<file path="src/hdl/wbps_pkg.sv">
// Shared constants, codes and types of the wildcard byte pattern search.
`timescale 1ns / 1ps
package wbps_pkg;

    localparam int PATTERN_MAX = 64;
    localparam int IDX_W       = $clog2(PATTERN_MAX);
    localparam int LEN_W       = 7;
    localparam int BYTE_W      = 8;
    localparam int ADDR_W      = 48;
    localparam int POS_W       = 32;
    localparam int CFG_IDX_W   = 2;
    localparam int CFG_DATA_W  = ADDR_W;

    localparam int IN_FIELDS_W  = IDX_W + BYTE_W;
    localparam int IN_TDATA_W   = ((IN_FIELDS_W + 7) / 8) * 8;
    localparam int OUT_FIELDS_W = 1 + ADDR_W;
    localparam int OUT_TDATA_W  = ((OUT_FIELDS_W + 7) / 8) * 8;

    // request kinds carried on tuser
    localparam logic REQ_LOAD = 1'b0;
    localparam logic REQ_DATA = 1'b1;

    typedef enum logic [CFG_IDX_W-1:0] {
        CFG_PATTERN_LENGTH = 2'd0,
        CFG_WILDCARD_BYTE  = 2'd1,
        CFG_BASE_ADDRESS   = 2'd2
    } t_cfg_reg;

    // broadcast to every cell
    typedef struct packed {
        logic              step;
        logic [BYTE_W-1:0] data;
        logic [BYTE_W-1:0] wild;
    } t_cell_ctl;

endpackage

</file>
<file path="src/hdl/wbps_cell.sv">
// One pattern position: stored pattern byte and its partial-match bit.
`timescale 1ns / 1ps
module wbps_cell (
    input  logic               i_clk,
    input  logic               i_rst_n,
    input  wbps_pkg::t_cell_ctl i_ctl,
    input  logic               i_load,
    input  logic               i_use,
    input  logic               i_tail,
    input  logic               i_chain,
    output logic               o_bit,
    output logic               o_tap
);
    import wbps_pkg::*;

    logic [BYTE_W-1:0] r_pat;
    logic              r_bit;
    logic              n_bit;
    logic              w_hit;

    assign w_hit = (r_pat == i_ctl.wild) || (r_pat == i_ctl.data);
    assign n_bit = i_use & w_hit & i_chain;

    always_ff @(posedge i_clk) begin
        if (i_load) begin
            r_pat <= i_ctl.data;
        end
    end

    always_ff @(posedge i_clk) begin
        if (!i_rst_n) begin
            r_bit <= 1'b0;
        end else if (i_ctl.step) begin
            r_bit <= n_bit;
        end
    end

    assign o_bit = r_bit;
    assign o_tap = r_bit & i_tail;

endmodule

</file>
<file path="src/hdl/wildcard_byte_pattern_search.sv">
// Top level: cell row, match tracking and result register.
//
//  channel  dir  handshake                       payload
//  s_axis   in   s_axis_tvalid / s_axis_tready    tdata {byte_value, pattern_index}, tuser
//                                                 req_type, tlast last_byte
//  m_axis   out  m_axis_tvalid / m_axis_tready    tdata {match_address, found}
//  cfg      in   i_cfg_valid / o_cfg_ready        i_cfg_index, i_cfg_data
//
// One item per cycle while the input is not stalled: every cell compares the
// broadcast byte and passes its registered partial-match bit to its neighbor.
// After its last data byte a result is registered in the cell row, the match tracker
// and, through the base address adder, the output register. Reset clears match and
// valid state, wildcard and base, sets length 1; pattern bytes hold junk until loaded.
// Input stalls only while a result waits in the tracker and the output is held.
`timescale 1ns / 1ps
module wildcard_byte_pattern_search (
    input  logic                                i_clk,
    input  logic                                i_rst_n,
    input  logic                                i_cfg_valid,
    output logic                                o_cfg_ready,
    input  logic [wbps_pkg::CFG_IDX_W-1:0]      i_cfg_index,
    input  logic [wbps_pkg::CFG_DATA_W-1:0]     i_cfg_data,
    input  logic                                s_axis_tvalid,
    output logic                                s_axis_tready,
    // [5:0] pattern_index, [13:6] byte_value, rest zero
    input  logic [wbps_pkg::IN_TDATA_W-1:0]     s_axis_tdata,
    // [0] req_type
    input  logic                                s_axis_tuser,
    input  logic                                s_axis_tlast,
    output logic                                m_axis_tvalid,
    input  logic                                m_axis_tready,
    // [0] found, [48:1] match_address, rest zero
    output logic [wbps_pkg::OUT_TDATA_W-1:0]    m_axis_tdata
);
    import wbps_pkg::*;

    // configuration registers
    logic [LEN_W-1:0]  r_len;
    logic [BYTE_W-1:0] r_wild;
    logic [ADDR_W-1:0] r_base;

    // region state
    logic [POS_W-1:0]  r_pos;
    logic              r_fresh;
    logic              r_seen;
    logic [POS_W-1:0]  r_off;

    // stage after the cell row
    logic              r_s1_valid;
    logic              r_s1_last;
    logic              r_s1_zero;
    logic [POS_W-1:0]  r_s1_pos;

    // pending result
    logic              r_s2_valid;
    logic              r_s2_found;
    logic [POS_W-1:0]  r_s2_off;

    // output register
    logic              r_out_valid;
    logic              r_out_found;
    logic [ADDR_W-1:0] r_out_addr;

    logic              w_en;
    logic              w_out_free;
    logic              w_acc;
    logic              w_data_acc;
    logic              w_load_acc;
    logic [IDX_W-1:0]  w_idx;
    logic [BYTE_W-1:0] w_byte;
    t_cell_ctl         w_ctl;
    logic [PATTERN_MAX-1:0] w_bit;
    logic [PATTERN_MAX-1:0] w_tap;
    logic [PATTERN_MAX-1:0] w_tail;
    logic [PATTERN_MAX-1:0] w_chain;
    logic [LEN_W-1:0]  w_len_m1;
    logic              w_hit;
    logic              n_seen;
    logic [POS_W-1:0]  n_off;

    assign o_cfg_ready = 1'b1;

    assign w_out_free    = !r_out_valid || m_axis_tready;
    assign w_en          = !r_s2_valid || w_out_free;
    assign s_axis_tready = w_en;

    assign w_acc      = s_axis_tvalid && s_axis_tready;
    assign w_data_acc = w_acc && (s_axis_tuser == REQ_DATA);
    assign w_load_acc = w_acc && (s_axis_tuser == REQ_LOAD);
    assign w_idx      = s_axis_tdata[IDX_W-1:0];
    assign w_byte     = s_axis_tdata[IDX_W +: BYTE_W];

    assign w_ctl.step = w_data_acc;
    assign w_ctl.data = w_byte;
    assign w_ctl.wild = r_wild;

    // configuration writes
    always_ff @(posedge i_clk) begin
        if (!i_rst_n) begin
            r_len  <= LEN_W'(1);
            r_wild <= '0;
            r_base <= '0;
        end else if (i_cfg_valid && o_cfg_ready) begin
            unique case (i_cfg_index)
                CFG_PATTERN_LENGTH: r_len  <= i_cfg_data[LEN_W-1:0];
                CFG_WILDCARD_BYTE:  r_wild <= i_cfg_data[BYTE_W-1:0];
                CFG_BASE_ADDRESS:   r_base <= i_cfg_data[ADDR_W-1:0];
                default: ;
            endcase
        end
    end

    // cell row
    for (genvar k = 0; k < PATTERN_MAX; k++) begin : g_cell
        localparam logic [LEN_W-1:0] KP1 = LEN_W'(k + 1);
        localparam logic [LEN_W-1:0] KV  = LEN_W'(k);
        localparam logic [IDX_W-1:0] KI  = IDX_W'(k);
        logic w_use;

        assign w_use = (r_len > KV);
        if (k == PATTERN_MAX - 1) begin : g_end
            // lengths beyond the row saturate to the last cell
            assign w_tail[k] = (r_len >= KP1);
        end else begin : g_mid
            assign w_tail[k] = (r_len == KP1);
        end
        if (k == 0) begin : g_head
            assign w_chain[k] = 1'b1;
        end else begin : g_link
            // drop carries left over from the previous region
            assign w_chain[k] = w_bit[k-1] & ~r_fresh;
        end

        wbps_cell u_cell (
            .i_clk   (i_clk),
            .i_rst_n (i_rst_n),
            .i_ctl   (w_ctl),
            .i_load  (w_load_acc && (w_idx == KI)),
            .i_use   (w_use),
            .i_tail  (w_tail[k]),
            .i_chain (w_chain[k]),
            .o_bit   (w_bit[k]),
            .o_tap   (w_tap[k])
        );
    end

    // byte position and region start
    always_ff @(posedge i_clk) begin
        if (!i_rst_n) begin
            r_pos      <= '0;
            r_fresh    <= 1'b1;
            r_s1_valid <= 1'b0;
            r_s1_last  <= 1'b0;
        end else if (w_en) begin
            r_s1_valid <= w_data_acc;
            r_s1_last  <= w_data_acc && s_axis_tlast;
            if (w_data_acc) begin
                r_pos   <= s_axis_tlast ? '0 : r_pos + POS_W'(1);
                r_fresh <= s_axis_tlast;
            end
        end
    end

    always_ff @(posedge i_clk) begin
        if (w_data_acc) begin
            r_s1_pos  <= r_pos;
            r_s1_zero <= (r_len == '0);
        end
    end

    // match tracking
    assign w_len_m1 = (r_len > LEN_W'(PATTERN_MAX)) ? LEN_W'(PATTERN_MAX - 1)
                                                    : r_len - LEN_W'(1);
    assign w_hit    = r_s1_zero || (|w_tap);
    assign n_seen   = r_seen || w_hit;
    assign n_off    = r_seen    ? r_off :
                      r_s1_zero ? r_s1_pos :
                                  r_s1_pos - POS_W'(w_len_m1);

    always_ff @(posedge i_clk) begin
        if (!i_rst_n) begin
            r_seen     <= 1'b0;
            r_off      <= '0;
            r_s2_valid <= 1'b0;
        end else if (w_en) begin
            r_s2_valid <= r_s1_valid && r_s1_last;
            if (r_s1_valid) begin
                if (r_s1_last) begin
                    r_seen <= 1'b0;
                    r_off  <= '0;
                end else begin
                    r_seen <= n_seen;
                    r_off  <= n_off;
                end
            end
        end
    end

    always_ff @(posedge i_clk) begin
        if (w_en && r_s1_valid && r_s1_last) begin
            r_s2_found <= n_seen;
            r_s2_off   <= n_off;
        end
    end

    // output register
    always_ff @(posedge i_clk) begin
        if (!i_rst_n) begin
            r_out_valid <= 1'b0;
        end else if (r_s2_valid && w_out_free) begin
            r_out_valid <= 1'b1;
        end else if (m_axis_tready) begin
            r_out_valid <= 1'b0;
        end
    end

    always_ff @(posedge i_clk) begin
        if (r_s2_valid && w_out_free) begin
            r_out_found <= r_s2_found;
            r_out_addr  <= r_s2_found ? r_base + ADDR_W'(r_s2_off) : '0;
        end
    end

    assign m_axis_tvalid = r_out_valid;
    assign m_axis_tdata  = {{(OUT_TDATA_W - OUT_FIELDS_W){1'b0}}, r_out_addr, r_out_found};

    a_stall_input: assert property (@(posedge i_clk) disable iff (!i_rst_n)
        (r_s2_valid && r_out_valid && !m_axis_tready) |-> !s_axis_tready)
        else $error("input accepted while a result is blocked");

    a_last_clears_pos: assert property (@(posedge i_clk) disable iff (!i_rst_n)
        (w_data_acc && s_axis_tlast) |=> (r_s1_valid && r_s1_last && r_pos == '0))
        else $error("region end did not restart the byte position");

    a_no_match_zero: assert property (@(posedge i_clk) disable iff (!i_rst_n)
        (r_out_valid && !r_out_found) |-> (r_out_addr == '0))
        else $error("address nonzero without a match");

    a_tail_onehot: assert property (@(posedge i_clk) disable iff (!i_rst_n)
        (r_len != '0) |-> $onehot(w_tail))
        else $error("pattern tail select is not one-hot");

    a_pending_held: assert property (@(posedge i_clk) disable iff (!i_rst_n)
        (r_s2_valid && !w_en) |=> (r_s2_valid && $stable(r_s2_off)))
        else $error("pending result lost while output stalled");

endmodule

</file>
<file path="config.mk">
export PLATFORM = sky130hd
export DESIGN_NAME = wildcard_byte_pattern_search
export DESIGN_NICKNAME = d
export VERILOG_FILES = /design/src/hdl/wbps_pkg.sv /design/src/hdl/wbps_cell.sv /design/src/hdl/wildcard_byte_pattern_search.sv
export SDC_FILE = /design/constraint.sdc
export NUM_CORES = 2
export LEC_CHECK = 0
export ABC_AREA = 1
export BUFFER_PORTS_ARGS = -buffer_cell sky130_fd_sc_hd__buf_2
export CAP_MARGIN = 20
export CORE_ASPECT_RATIO = 0.75
export CORE_MARGIN = 2
export CORE_UTILIZATION = 40
export DETAILED_ROUTE_END_ITERATION = 7
export PLACE_DENSITY = 0.66
export SLEW_MARGIN = 30
export SYNTH_ARGS = -nofsm -noshare
export SYNTH_HDL_FRONTEND = slang
export SYNTH_HIERARCHICAL = 1
export SYNTH_SLANG_ARGS = --single-unit
</file>
<file path="constraint.sdc">
create_clock -name i_clk -period 4 [get_ports i_clk]
set_clock_uncertainty 0.05 [all_clocks]
set_input_delay 0.2 -clock i_clk [delete_from_list [all_inputs] [get_ports i_clk]]
set_output_delay 0.2 -clock i_clk [all_outputs]
set_load 0.01 [all_outputs]
</file>
==> results by group <==
Run status
  • Outcome: finished, final reports clean

Clocking
  • Clk sinks: 824
  • Resize count post-CTS: 0
  • CTS buffer count: 86
  • Clock Latency Late Sink: 700 ps
  • H-tree levels: 3
  • Reg clk slew, reported paths: 60 ps
  • CTS tree: yes
  • Post-CTS setup buffer count: 0
  • Clk root buf: clkbuf_16
  • Max Buffers Root-to-Sink: 3

Worst setup path
  • Worst Reg2Reg Path Length in Cells: 19
  • WS Path Type: reg2reg
  • Crit path buffers/inverters: 2
  • WP depth: 19
  • Maximum fanout along the worst path: 7
  • WP data arrival: 4120 ps
  • Worst path most repeated cell: nor2_1
  • Worst stage delay on the critical path: 410 ps
  • Delay-heaviest family, CP: simple AND/OR/NAND/NOR gates
  • Worst path cell trace: nor2_1 -> nand2_1 -> nor2_1 -> inv_1 -> nor2_1 -> nor2_1 -> inv_1 -> o21ai_0 -> a21oi_1 -> ha_1 -> a21oi_1 -> nand2_1 -> nand2_1 -> nand3_1 -> nor2_1 -> nand3_1 -> nand2_1 -> nand3_1 -> and2_1
  • CP Launch Type: register
  • CP endpoint kind: register
  • Crit-path slowest cell: nor2_1
  • Required time of the critical path: 4400 ps

STA
  • Tmin final: 3719 ps
  • Final Slew Violations: 0
  • Final setup vio count: 0
  • Final hold vios: 0
  • Max-slew headroom: 35.14%
  • Sum Neg Setup Slack: 0 ps
  • Fmax: 268.9 MHz
  • Unrepaired setup endpoints after global routing: no
  • Least-Margin Pin Slew: 972.9 ps
  • Period utilization: 92.99%

Power
  • Peak supply drop: 0.4201 mV
  • P_leak: 23.88 nW
  • Net Sw Frac: 25.37%
  • Comb power frac: 10.3%
  • Sequential share of power: 47.7%
  • Power per Cell Area: 342.8 mW/mm²
  • Clock power share: 42.0%
  • Cell Int Power: 14.71 mW
  • P_sw: 5.002 mW

Global routing
  • First-pass GRT wire length: 219900 µm
  • Initial antenna violation count: 1
  • Vias in the first global route: 39510
  • Total gr overflow: 0
  • Largest net degree at the start of global routing: 88
  • GRT Resource Usage Total: 21.51%

Logic synthesis
  • YS warnings: 6
  • Ys flop type: edfxtp_1
  • Top cells by area, synth: edfxtp_1, nand2_1, xnor2_1
  • Synth top area share: 37.17%
  • Post-synth EDFFs: 627
  • Synthesized cell area: 0.05066 mm²
  • Post-synth ARST share: 0%
  • FF+latch count, synth: 824
  • Synth Instances: 6625
  • Netlist cell types: 49
  • Sequential area share after synthesis: 44.95%
  • Yosys top cell by area: edfxtp_1
  • Synthesized area per cell: 7.647 µm²

Floorplanning
  • Die Span Y: 312.2 µm
  • Die area: 0.1295 mm²
  • Die width: 414.9 µm
  • Number of I/O pins: 132
  • Placeable Area: 0.1261 mm²
  • Row count: 113
  • Initial Util: 40.17%

Detailed routing
  • Vias/cell: 4.854
  • Metal2 WL: 60180 µm
  • Wl on met1: 68060 µm
  • Highest Signal Layer: met4
  • Initial DRC Count: 3845
  • Wire length on met3: 11120 µm
  • WL per Instance: 16.49 µm
  • Routed Wire Length: 142700 µm
  • Drt drc: 0
  • Via count: 42010
  • ANT nets after route: 0
  • First drt pass iteration count: 6

Run
  • Max-Cap Viols: 0

Finish
  • Non-Filler Instances: 8654
  • Layout Nets: 7035
  • Synthesis-to-layout area growth: 13.54%
  • Share of cells above drive strength 1: 8.189%
  • Fillers: 12090

Placed design
  • Placed Cells: 8424
  • Final Wtd Congestion: 0.9927
  • Detailed placement HPWL: 97470 µm
  • Port bufs: 121

Min path
  • Hold Crit Class: in2reg
  • Worst hold stages: 1
## cell usage after synthesis, types with 39 or more instances
cell      count
nand2_1    2340
inv_1      1029
xnor2_1     707
nor2_1      671
edfxtp_1    627
a21oi_1     227
dfxtp_1     197
o21ai_0     154
nand3_1     108
nor2_4       67
inv_2        66
a21oi_2      64
clkbuf_1     56
nor3_1       56
ha_1         46
nand4_1      39
## worst paths after layout
kind,from,endpoint,slack (ps)
min reg2reg,r_base[28],r_base[28],400
max reg2reg,r_len[1],r_s2_off[21],280
max,r_len[1],r_s2_off[21],280
min,s_axis_tdata[8],g_cell[11].u_cell/r_pat[2],60
## state kept, by name, indices dropped and copies added (netlist names), 7 cells and up
signal	count
g_cell.u_cell/r_pat	512
g_cell.u_cell/o_bit	64
r_base	48
r_out_addr	48
r_off	32
r_pos	32
r_s1_pos	32
r_s2_off	32
r_wild	8
r_len	7
## cells by family after synthesis
family | synth area share, %
AO/OA/AOI/OAI | 5.700
XOR/XNOR | 12.34
adder cells (fa/ha/maj) | 1.215
buffers and inverters | 8.785
flip-flops | 44.95
multiplexers | 0.01976
other | 0.01482
AND/OR/NAND/NOR | 26.97
## what timing repair did
action,CTS,global route
hold buffers,68,0
endpoints found under the setup margin,0,0
hold endpoints to repair,199,0
## layer usage
metal  vias up  global-route usage (%)
li1      20960                       -
met1     19490                   31.94
met2      1337                   32.41
met3       220                   3.490
met4         0                   5.632
met5         -                       0
## stage by stage
step | hold slack (ps) | utilization (%) | setup slack (ps) | cell area, µm² | power (mW)
detailed placement | 388.3 | 42.78 | 341.6 | 53950 | 11.54
floorplan | 248.9 | - | 657.6 | 50680 | 10.78
global route | 70.29 | 45.60 | 13.71 | 57510 | 20.41
CTS | 34.25 | 45.59 | 338.4 | 57500 | 19.85
global placement | 385.7 | 42.78 | 466.0 | 53950 | 11.49
finish | 58.35 | 45.61 | 280.5 | 57520 | 19.72
## cell usage in the layout, fill, tap and decap left out, types with 5 or more instances in the layout
master         synthesis  layout
nand3_1              108     107
nor3_1                56      56
clkinv_2               0      12
a21boi_0               8       8
clkinv_1               5      17
a21oi_1              227     226
clkbuf_16              0      86
nand4_1               39      39
buf_6                  0       9
clkbuf_8               0       9
o21a_1                17      17
nor2_1               671     670
inv_2                 66      65
xor2_1                 7       7
inv_1               1029    1029
buf_2                  5     112
o21bai_1               6       6
or2_2                 18      18
a211oi_1               6       6
nand2_2                4       5
ha_1                  46      46
dfxtp_4                0       9
dfxtp_1              197     188
o211ai_1               5       5
dlygate4sd3_1          0      68
edfxtp_1             627     627
xnor2_1              707     707
buf_4                  9      64
conb_1                 2       9
o21ai_0              154     154
clkbuf_1              56      20
nor4_1                23      23
nand2_1             2340    2339
buf_12                 0      16
nor2_4                67      67
nor2_2                 4       5
and2_1                11      11
a21oi_2               64      64
bufinv_16              0       9
## power by group through the flow
stage,registers (mW),clock network [mW],logic (mW)
6_report,9.40,8.28,2.04
5_1_grt,9.40,8.76,2.25
4_1_cts,9.39,8.43,2.02
3_5_place_dp,9.58,0,1.96
3_3_place_gp,9.57,0,1.91
2_1_floorplan,9.58,0,1.20
## cell type report
type                    count  area [µm²]  area share [%]
diodes                      2       5.005        0.008702
clock buffers             115        2351           4.088
clock inverters            44       511.7          0.8897
inverters                1100        4130           7.181
multi-input cells        4633       23480           40.83
flip-flops and latches    824       22810           39.65
well taps                1667        2086           3.626
repair buffers            269        2143           3.726
(Power assumes the default switching activity.)
